===== config.mk =====
export PLATFORM = sky130hd
export DESIGN_NAME = scfc_back
export DESIGN_NICKNAME = d
export VERILOG_FILES = /design/src/hw/rtl/scfc_pkg.sv /design/src/hw/rtl/scfc_back.sv
export SDC_FILE = /design/constraint.sdc
export NUM_CORES = 1
export LEC_CHECK = 0
export BUFFER_PORTS_ARGS = -buffer_cell sky130_fd_sc_hd__buf_2
export CORE_MARGIN = 2
export CORE_UTILIZATION = 52
export DETAILED_ROUTE_END_ITERATION = 8
export PLACE_DENSITY = 0.76
export SYNTH_ARGS = -nofsm -noshare
export SYNTH_HDL_FRONTEND = slang
export SYNTH_SLANG_ARGS = --single-unit

===== constraint.sdc =====
create_clock -name clk -period 2.3 [get_ports clk]
set_clock_uncertainty 0.1 [all_clocks]
set_input_delay 0.46 -clock clk [delete_from_list [all_inputs] [get_ports clk]]
set_output_delay 0.46 -clock clk [all_outputs]
set_load 0.02 [all_outputs]

===== src/hw/rtl/scfc_pkg.sv =====
// ----------------------------------------------------------------------------
// scfc_pkg
// Shared types and constants for the serial command frame checker.
// ----------------------------------------------------------------------------
package scfc_pkg;

  localparam int unsigned MAX_FRAME_DEF  = 4096;
  localparam int unsigned FRAME_OVERHEAD = 7;
  localparam int unsigned QUEUE_DEPTH    = 2;

  localparam logic [7:0] START_MARK = 8'h01;

  typedef enum logic [1:0] {
    V_OK        = 2'd0,
    V_BAD_START = 2'd1,
    V_TOO_LONG  = 2'd2,
    V_BAD_SUM   = 2'd3
  } verdict_t;

  // Role of one byte within a frame, decided by the front part.
  typedef enum logic [3:0] {
    KIND_START,
    KIND_CMD,
    KIND_STATUS,
    KIND_LEN_LO,
    KIND_LEN_HI_OK,
    KIND_LEN_HI_BAD_START,
    KIND_LEN_HI_TOO_LONG,
    KIND_BODY,
    KIND_SUM_LO,
    KIND_SUM_HI
  } kind_t;

  typedef struct packed {
    kind_t      kind;
    logic [7:0] data;
  } entry_t;

endpackage


===== src/hw/rtl/scfc_back.sv =====
// ----------------------------------------------------------------------------
// scfc_back
// Keeps header fields and running sum, and registers each verdict.
// ----------------------------------------------------------------------------
module scfc_back (
  input  logic             clk,
  input  logic             rst,
  input  logic             pop_valid,
  output logic             pop_ready,
  input  scfc_pkg::entry_t pop_data,
  output logic             out_valid,
  input  logic             out_ready,
  output logic [1:0]       verdict,
  output logic [7:0]       command_code,
  output logic [7:0]       status_code,
  output logic [15:0]      payload_length
);
  import scfc_pkg::*;

  logic [15:0] running_sum, running_sum_next;
  logic [7:0]  command_byte, command_byte_next;
  logic [7:0]  status_byte, status_byte_next;
  logic [15:0] declared_length, declared_length_next;
  logic [7:0]  checksum_low, checksum_low_next;
  logic        emit;
  verdict_t    emit_verdict;
  logic        take;
  logic [15:0] sum_add;

  // only a byte that carries a verdict waits for the output register
  assign pop_ready = !emit || !out_valid || out_ready;
  assign take      = pop_valid && pop_ready;
  assign sum_add   = running_sum + {8'd0, pop_data.data};

  always_comb begin
    running_sum_next     = sum_add;
    command_byte_next    = command_byte;
    status_byte_next     = status_byte;
    declared_length_next = declared_length;
    checksum_low_next    = checksum_low;
    emit                 = 1'b0;
    emit_verdict         = V_OK;
    case (pop_data.kind)
      KIND_START:  running_sum_next = {8'd0, pop_data.data};
      KIND_CMD:    command_byte_next = pop_data.data;
      KIND_STATUS: status_byte_next = pop_data.data;
      KIND_LEN_LO: declared_length_next[7:0] = pop_data.data;
      KIND_LEN_HI_OK: declared_length_next[15:8] = pop_data.data;
      KIND_LEN_HI_BAD_START: begin
        declared_length_next[15:8] = pop_data.data;
        emit         = 1'b1;
        emit_verdict = V_BAD_START;
      end
      KIND_LEN_HI_TOO_LONG: begin
        declared_length_next[15:8] = pop_data.data;
        emit         = 1'b1;
        emit_verdict = V_TOO_LONG;
      end
      KIND_BODY: ;
      KIND_SUM_LO: begin
        running_sum_next  = running_sum;
        checksum_low_next = pop_data.data;
      end
      KIND_SUM_HI: begin
        running_sum_next = running_sum;
        emit             = 1'b1;
        emit_verdict     = ({pop_data.data, checksum_low} == running_sum) ? V_OK : V_BAD_SUM;
      end
      default: running_sum_next = running_sum;
    endcase
  end

  always_ff @(posedge clk) begin
    if (take) begin
      running_sum     <= running_sum_next;
      command_byte    <= command_byte_next;
      status_byte     <= status_byte_next;
      declared_length <= declared_length_next;
      checksum_low    <= checksum_low_next;
    end
    if (take && emit) begin
      verdict        <= emit_verdict;
      command_code   <= command_byte_next;
      status_code    <= status_byte_next;
      payload_length <= declared_length_next;
    end
  end

  always_ff @(posedge clk) begin
    if (rst) begin
      out_valid <= 1'b0;
    end else if (take && emit) begin
      out_valid <= 1'b1;
    end else if (out_ready) begin
      out_valid <= 1'b0;
    end
  end

endmodule


==> results of run 1 <==
## cell usage in the layout (no fill, tap or decap), drive strengths merged, types with 2 or more instances in the layout
cell type and n:
nor4 2, a21oi 11, and3 5, nand2b 4, mux2 32, buf 75
o21ai 9, o22ai 2, inv 6, nor2 12, xnor2 11, a31o 4
nand2 20, xor2 15, nand4 6, nor4b 2, edfxtp 90, a21o 4
clkinv 3, clkbuf 9, ha 8, nor3 3
## cell usage after synthesis, drive strengths merged (2+ instances only)
cell type  count  area share, %
edfxtp        90             67
mux2          32            8.9
nand2         20            1.9
xor2          15            3.3
nor2          12            1.1
a21oi         11            1.4
xnor2         11            2.4
o21ai          9            1.1
ha             8            2.5
buf            6           0.74
nand4          6           0.93
and3           5           0.77
a21o           4           0.74
a31o           4           0.87
nand2b         4           0.81
inv            3           0.28
nor3           3           0.50
nor4           2           0.31
nor4b          2           0.81
o22ai          2           0.31
## how the worst max path moves through the flow
stage                                                to  slack (ps)                     start  cells after the start
after floorplan               command_byte[0]$_DFFE_PP_          30              pop_data[11]                      6
after global placement    running_sum[10]$_SDFFCE_PP0P_        -160               pop_data[0]                      8
after detailed placement  running_sum[12]$_SDFFCE_PP0P_        -220               pop_data[0]                      8
after CTS                 running_sum[14]$_SDFFCE_PP0P_           9  running_sum[0]$_DFFE_PP_                      7
after global routing      running_sum[15]$_SDFFCE_PP0P_          -2  running_sum[3]$_DFFE_PP_                      6
final                     running_sum[14]$_SDFFCE_PP0P_         130  running_sum[0]$_DFFE_PP_                      7
## layer usage
metal,global-route usage (%),vias to the layer above,wire (um)
met5,0,-,0
met4,6.72,0,130
met3,5.09,13,466
met2,31.0,74,3860
met1,27.0,1197,3610
li1,-,1161,-
## logic make-up (layout without fill, tap and decap cells)
group,count (synthesis),count (layout),share of synthesized area [%]
buffers and inverters,10,94,1.15
adder cells (fa/ha/maj),9,9,2.98
AO/OA/AOI/OAI,35,35,5.70
XOR/XNOR,26,26,5.64
multiplexers,33,33,9.17
flip-flops,91,91,67.4
AND/OR/NAND/NOR,59,59,7.93
## power groups by stage
stage	registers (W)	logic (W)	clock network (W)
5_1_grt	0.00197	0.000475	0.00114
2_1_floorplan	0.00202	0.000240	0
4_1_cts	0.00196	0.000422	0.00109
6_report	0.00196	0.000434	0.00108
3_3_place_gp	0.00199	0.000405	0
3_5_place_dp	0.00200	0.000418	0
## flip-flops by register name (all words and copies together) (netlist names)
signal / count
status_byte: 8
verdict: 2
command_byte: 8
checksum_low: 8
out_valid: 1
payload_length: 16
running_sum: 16
command_code: 8
status_code: 8
declared_length: 16
## cell type report
| class | instances | area [um2] | share of cell area [%] |
|---|---|---|---|
| clock buffers | 9 | 124 | 2.56 |
| clock inverters | 7 | 76.3 | 1.58 |
| inverters | 3 | 15.0 | 0.310 |
| multi-input cells | 162 | 1310 | 26.9 |
| flip-flops and latches | 91 | 2720 | 56.2 |
| well taps | 102 | 128 | 2.63 |
| repair buffers | 75 | 473 | 9.76 |
## worst register-to-register path, stage by stage (launching register included)
cell      delay, ps
edfxtp_1        420
ha_1            230
fa_2            360
a211oi_2        220
o211ai_1        200
nand4_1         160
xor2_1          160
nor2_1           60
## repair_timing
action | CTS | global route
pin swaps | 0 | 4
resized for setup | 1 | 3
gates cloned | 0 | 0
setup endpoints to repair | 4 | 10
setup buffers | 0 | 1
endpoints found under the hold margin | 0 | 0
## per-stage QoR
| step | std cells | utilization, % | setup WS [ps] | setup TNS, ps | cell area (um2) |
|---|---|---|---|---|---|
| finish | 449 | 63.7 | 133 | 0 | 4840 |
| CTS | 448 | 63.2 | 9.24 | 0 | 4810 |
| global route | 449 | 63.7 | -1.91 | -1.91 | 4840 |
| detailed placement | 432 | 60.5 | -218 | -1200 | 4610 |
| global placement | 432 | 60.5 | -162 | -778 | 4610 |
| floorplan | 263 | - | 34.9 | 0 | 4050 |
==> summary.md, run 1 <==
| Metric | Value |
|---|---|
| Net switching power of the design | `0.000927 W` |
| Seq pwr share | `56.4%` |
| Top Ports | `52` |
| Iteration-0 DRC Markers | `121` |
| Core area | `7610 um2` |
| Worst hold start | `rst` |
| Critical path required time | `2320 ps` |
| Worst-margin pin slew | `523 ps` |
| Fillers | `569` |
| Main synth FF type | `edfxtp_1` |
| Nature of the critical path endpoint | `register` |
| Combinational share of power | `12.5%` |
| FF+latch count, synth | `91` |
| Ys Warns | `0` |
| Die ar. | `8490 um2` |
| Post-synth EDFFs | `90` |
| Worst hold endpoint | `out_valid$_SDFFE_PP0P_` |
| ANT cells | `0` |
| Hold WC Path Type | `in2reg` |
| Die Ht | `92.1 um` |
| Design Power | `0.00347 W` |
| WS Path Type | `reg2reg` |
| Clk buf depth | `2` |
| Root buffer cell | `clkbuf_8` |
| Worst-Skew Late Latency | `370 ps` |
| Largest net degree at the start of global routing | `35` |
| # port buffers | `51` |
| Detailed Place HPWL | `5.59 mm` |
| DIE WIDTH | `92.1 um` |
| # hold bufs at CTS | `0` |
| Routed vias/inst | `5.45` |
| Antenna viol nets, final | `0` |
| Status | `finished clean` |
| Largest stage delay, worst path | `420 ps` |
| Hold slack | `135 ps` |
| WP buf/inv | `0` |
| Congestion Overflow GR | `0` |
| Minimum clock period | `2170 ps` |
| Clk pwr share | `31.1%` |
| Async SR Flop Fraction | `0%` |
| WHS Path Cells | `2` |
| Slowest CP cell | `edfxtp_1` |
| Rows | `32` |
| Design internal power | `0.00255 W` |
| Cell variety after synth | `37` |
| Sequential-to-total area share from yosys stat | `67.4%` |
| Worst Path Max Fanout | `5` |
| Clk slew on worst S/H paths | `110 ps` |
| Total GRT Usage | `19.7%` |
| Power Density | `717 nW/um2` |
| Number of global-route vias before repair | `2467` |
| Setup slack, reg-to-reg | `130 ps` |
| Final slew viol count | `0` |
| Largest delay share family, worst path | `adder cells` |
| Switching share of power | `26.7%` |
| DRT Pass-1 Iters | `4` |
| Crit-path cells | `ha_1 > fa_2 > a211oi_2 > o211ai_1 > nand4_1 > xor2_1 > nor2_1` |
| Synth-to-layout area growth | `20.0%` |
| Placer Congestion | `0.861` |
| H-tree Lvls | `3` |
| FF-to-FF Start | `running_sum[0]$_DFFE_PP_` |
| P_leak | `1.80 nW` |
| CTS tree | `done` |
| Final Cycle Share | `94.2%` |
| Initial antenna violation count | `0` |
| Max-slew headroom | `64.8%` |
| Final setup violation count | `0` |
| Data arrival, critical path | `2190 ps` |
| Vias | `2445` |
| Average cell area after synthesis | `15.4 um2` |
| Syn nets | `288` |
| Avg WL per Cell | `18.0 um` |
| Reg2Reg Depth | `7` |
| Reg2reg end | `running_sum[14]$_SDFFCE_PP0P_` |
| Nets | `367` |
| Initial Utilization | `53.1%` |
| DRC | `0` |
| # clock sinks | `91` |
| Setup crit start kind | `register` |
| Num CTS Buffers | `9` |
| Max cap viols | `0` |
| Hold Vio Cnt, Final | `0` |
| Detailed Route WL | `8.06 mm` |
| Syn Inst Count | `263` |
| Layout cell share with drive strength beyond 1 | `40.1%` |
| Mapped Area | `4040 um2` |
| First-pass GRT wire length | `12.5 mm` |
| Top achievable clock speed | `0.462 GHz` |
| Max VDD drop | `0.000603 V` |
Power figures use the tool's default switching activity.
==> run 2: changes to the inputs <==
--- a/config.mk
+++ b/config.mk
@@ -5,6 +5,7 @@
 export SDC_FILE = /design/constraint.sdc
 export NUM_CORES = 1
 export LEC_CHECK = 0
+export ABC_AREA = 1
 export BUFFER_PORTS_ARGS = -buffer_cell sky130_fd_sc_hd__buf_2
 export CORE_MARGIN = 2
 export CORE_UTILIZATION = 52
==> run 2 against run 1 <==
Worst setup slack improved by 130 ps. Area after synthesis up 4.2%. Wire length rose by 0.71%. Count of clock-buffer cells in the layout unchanged. Final area grew 0.15%. Power grew 0.68%.
==> summary.md, run 2 <==
| Metric | Value |
|---|---|
| Core area | `7770 um2 (was 7610 um2)` |
| Share of the synthesized area in the top cell type | `64.3% (was 66.9%)` |
| Clk pwr share | `32.6% (was 31.1%)` |
| Cell variety after synth | `24 (was 37)` |
| Setup TNS after final layout | `0 ps (unchanged)` |
| Die ar. | `8820 um2 (was 8490 um2)` |
| Syn Inst Count | `402 (was 263)` |
| Worst hold endpoint | `out_valid$_SDFFE_PP0P_ (unchanged)` |
| Clk buf depth | `2 (unchanged)` |
| Placer Congestion | `0.953 (was 0.861)` |
| DRC | `0 (unchanged)` |
| Largest stage delay, worst path | `430 ps (was 420 ps)` |
| Largest regs | `declared_length x16, payload_length x16, running_sum x16 (unchanged)` |
| Critical path required time | `2320 ps (about the same)` |
| Async SR Flop Fraction | `0% (unchanged)` |
| Congestion Overflow GR | `0 (unchanged)` |
| Max-slew headroom | `35.2% (was 64.8%)` |
| Final slew viol count | `0 (unchanged)` |
| Reg2Reg Depth | `10 (was 7)` |
| Worst-margin pin slew | `965 ps (was 523 ps)` |
| WHS Path Cells | `2 (unchanged)` |
| DRT Pass-1 Iters | `5 (was 4)` |
| Most common cell after layout, fill and taps aside | `nand2_1 (was edfxtp_1)` |
| FF+latch count, synth | `91 (unchanged)` |
| FF-to-FF Start | `running_sum[0]$_DFFE_PP_ (unchanged)` |
| Seq pwr share | `56.3% (was 56.4%)` |
| # port buffers | `51 (unchanged)` |
| Synth-to-layout area growth | `15.4% (was 20.0%)` |
| Status | `finished clean (unchanged)` |
| Nets | `488 (was 367)` |
| Max VDD drop | `0.000503 V (was 0.000603 V)` |
| Commonest non-fill, non-tap cells in the layout | `nand2_1, edfxtp_1, buf_2 (was edfxtp_1, buf_2, mux2_2)` |
| Top Ports | `52 (unchanged)` |
| P_leak | `2.06 nW (was 1.80 nW)` |
| Iteration-0 DRC Markers | `178 (was 121)` |
| Hold WC Path Type | `in2reg (unchanged)` |
| Critical path launch point | `running_sum[0]$_DFFE_PP_ (unchanged)` |
| CTS tree | `done (unchanged)` |
| Post-cts gate resize count | `0 (was 1)` |
| Max cap viols | `0 (unchanged)` |
| Cell accounting for the most synthesized area | `edfxtp_1 (unchanged)` |
| Ys Warns | `0 (unchanged)` |
| Detailed Place HPWL | `5.95 mm (was 5.59 mm)` |
| WS Path Type | `reg2reg (unchanged)` |
| Combinational share of power | `11.1% (was 12.5%)` |
| Average cell area after synthesis | `10.5 um2 (was 15.4 um2)` |
| Synth area leaders | `edfxtp_1, nand2_1, o21ai_0, nor2_1, inv_1 (was edfxtp_1, mux2_2, xor2_1, ha_1, xnor2_1)` |
| Initial Utilization | `54.1% (was 53.1%)` |
| Avg WL per Cell | `14.2 um (was 18.0 um)` |
| Worst Path Max Fanout | `3 (was 5)` |
| Worst-Skew Late Latency | `350 ps (was 370 ps)` |
| Total GRT Usage | `19.3% (was 19.7%)` |
| H-tree Lvls | `3 (unchanged)` |
| Net switching power of the design | `0.000902 W (was 0.000927 W)` |
| Vias | `2951 (was 2445)` |
| Worst hold start | `rst (unchanged)` |
| Sequential-to-total area share from yosys stat | `64.7% (was 67.4%)` |
| Placed Cells | `554 (was 432)` |
| Root buffer cell | `clkbuf_8 (unchanged)` |
| Power Density | `721 nW/um2 (was 717 nW/um2)` |
| Leading cell types by count after synthesis | `nand2_1, edfxtp_1, nor2_1, inv_1, o21ai_0 (was edfxtp_1, mux2_2, nand2_1, xor2_1, nor2_1)` |
| Setup slack, reg-to-reg | `260 ps (was 130 ps)` |
| Main synth FF type | `edfxtp_1 (unchanged)` |
| Die Ht | `93.9 um (was 92.1 um)` |
| # Post-CTS Setup Buffers | `0 (unchanged)` |
| # clock sinks | `91 (unchanged)` |
| Final Cycle Share | `88.8% (was 94.2%)` |
| Antenna viol nets, final | `0 (unchanged)` |
| Routed vias/inst | `5.18 (was 5.45)` |
| Slowest CP cell | `edfxtp_1 (unchanged)` |
| Setup crit start kind | `register (unchanged)` |
| Layout Cells excl Fill | `570 (was 449)` |
| Reg2reg end | `running_sum[14]$_SDFFCE_PP0P_ (unchanged)` |
| First-pass GRT wire length | `13.1 mm (was 12.5 mm)` |
| Nature of the critical path endpoint | `register (unchanged)` |
| Final core occ | `62.5% (was 63.7%)` |
| DIE WIDTH | `93.9 um (was 92.1 um)` |
| Syn nets | `427 (was 288)` |
| ANT cells | `0 (unchanged)` |
| Final setup violation count | `0 (unchanged)` |
| Clk slew on worst S/H paths | `100 ps (was 110 ps)` |
| Switching share of power | `25.8% (was 26.7%)` |
| Rows | `32 (unchanged)` |
| Crit-path cells | `ha_1 > fa_1 > nand2_1 > nand2_1 > nand3_1 > nand2_1 > nand2_1 > nand2_1 > nor2_1 > nor2_1 (was ha_1 > fa_2 > a211oi_2 > o211ai_1 > nand4_1 > xor2_1 > nor2_1)` |
| Most frequent cell after synthesis | `nand2_1 (was edfxtp_1)` |
| Post-synth EDFFs | `90 (unchanged)` |
| Design internal power | `0.00259 W (was 0.00255 W)` |
| RSZ-0062 raised after global routing | `no` |
| Fillers | `622 (was 569)` |
| Minimum clock period | `2040 ps (was 2170 ps)` |
| Mapped Area | `4210 um2 (was 4040 um2)` |
| Top achievable clock speed | `0.490 GHz (was 0.462 GHz)` |
| Num CTS Buffers | `9 (unchanged)` |
| Initial antenna violation count | `0 (unchanged)` |
| Hold Vio Cnt, Final | `0 (unchanged)` |
| # hold bufs at CTS | `0 (unchanged)` |
| Design Power | `0.00350 W (was 0.00347 W)` |
| Layout cell share with drive strength beyond 1 | `16.7% (was 40.1%)` |
| Largest net degree at the start of global routing | `33 (was 35)` |
| Most common cell on crit path | `nand2_1` |
| Number of global-route vias before repair | `2732 (was 2467)` |
| Detailed Route WL | `8.12 mm (was 8.06 mm)` |
| Data arrival, critical path | `2060 ps (was 2190 ps)` |
[run 2: cell types whose count changed after synthesis, moves of 4 or more]
cell	change
o21ai_0	+30
a21o_1	-4
mux2_2	-32
nand3_1	+16
and3_1	-5
a31o_2	-4
nand4_1	-4
xnor2_1	-10
nand2_1	+94
nor2_1	+32
inv_1	+39
[run 2: power by group through the flow]
stage	clock, W	combinational [W]	sequential (W)
2_1_floorplan	0	0.000239	0.00202
3_3_place_gp	0	0.000374	0.00200
3_5_place_dp	0	0.000387	0.00200
4_1_cts	0.00117	0.000388	0.00197
5_1_grt	0.00123	0.000439	0.00198
6_report	0.00114	0.000388	0.00197
[run 2: cells by family (layout without fill, tap and decap cells)]
group           after synthesis  after routing  share of synthesized area [%]
flops                        91             91                           64.7
buf+inv                      48            114                           4.73
fa+ha+maj                     9              9                           2.86
simple gates                187            187                           18.0
compound gates               51             51                           6.34
xor+xnor                     16             16                           3.33
[run 2: routing by layer]
metal | up-vias | track usage, % | wire length (um)
li1 | 1473 | - | -
met3 | 12 | 4.41 | 450
met2 | 96 | 31.6 | 3900
met1 | 1370 | 26.1 | 3600
met4 | 0 | 5.07 | 167
met5 | - | 0 | 0
[run 2: how the worst max path moves through the flow]
stage	slack (ps)	endpoint	depth (start not counted)
after floorplan	20	command_code[0]$_DFFE_PP_	9
after global placement	170	running_sum[12]$_SDFFCE_PP0P_	10
after detailed placement	90	running_sum[14]$_SDFFCE_PP0P_	11
after CTS	260	running_sum[14]$_SDFFCE_PP0P_	10
after global routing	150	running_sum[14]$_SDFFCE_PP0P_	10
final	260	running_sum[14]$_SDFFCE_PP0P_	10
[run 2: cell type report]
class                           count  area, um2  share of cell area (%)
Clock buffer                        9        124                    2.55
Tap cell                          102        128                    2.63
Inverter                           43        170                    3.51
Sequential cell                    91       2720                    56.1
Clock inverter                      7       92.6                    1.91
Timing Repair Buffer               55        323                    6.65
Multi-Input combinational cell    263       1290                    26.6
[run 2: critical path: cells and delay by family (launching register included)]
| family | cells | cell delay, ps |
|---|---|---|
| adder cells (fa/ha/maj) | 2 | 640 |
| AND/OR/NAND/NOR | 8 | 650 |
| flip-flops | 1 | 430 |
[run 2: stage by stage]
stage                     worst slack [ps]  instance area (um2)  hold WS [ps]
after global placement                 166                 4630           448
after detailed placement              89.7                 4630           460
final                                  259                 4850           154
after global routing                   145                 4850           141
after floorplan                       24.1                 4220           427
after CTS                              255                 4850           145
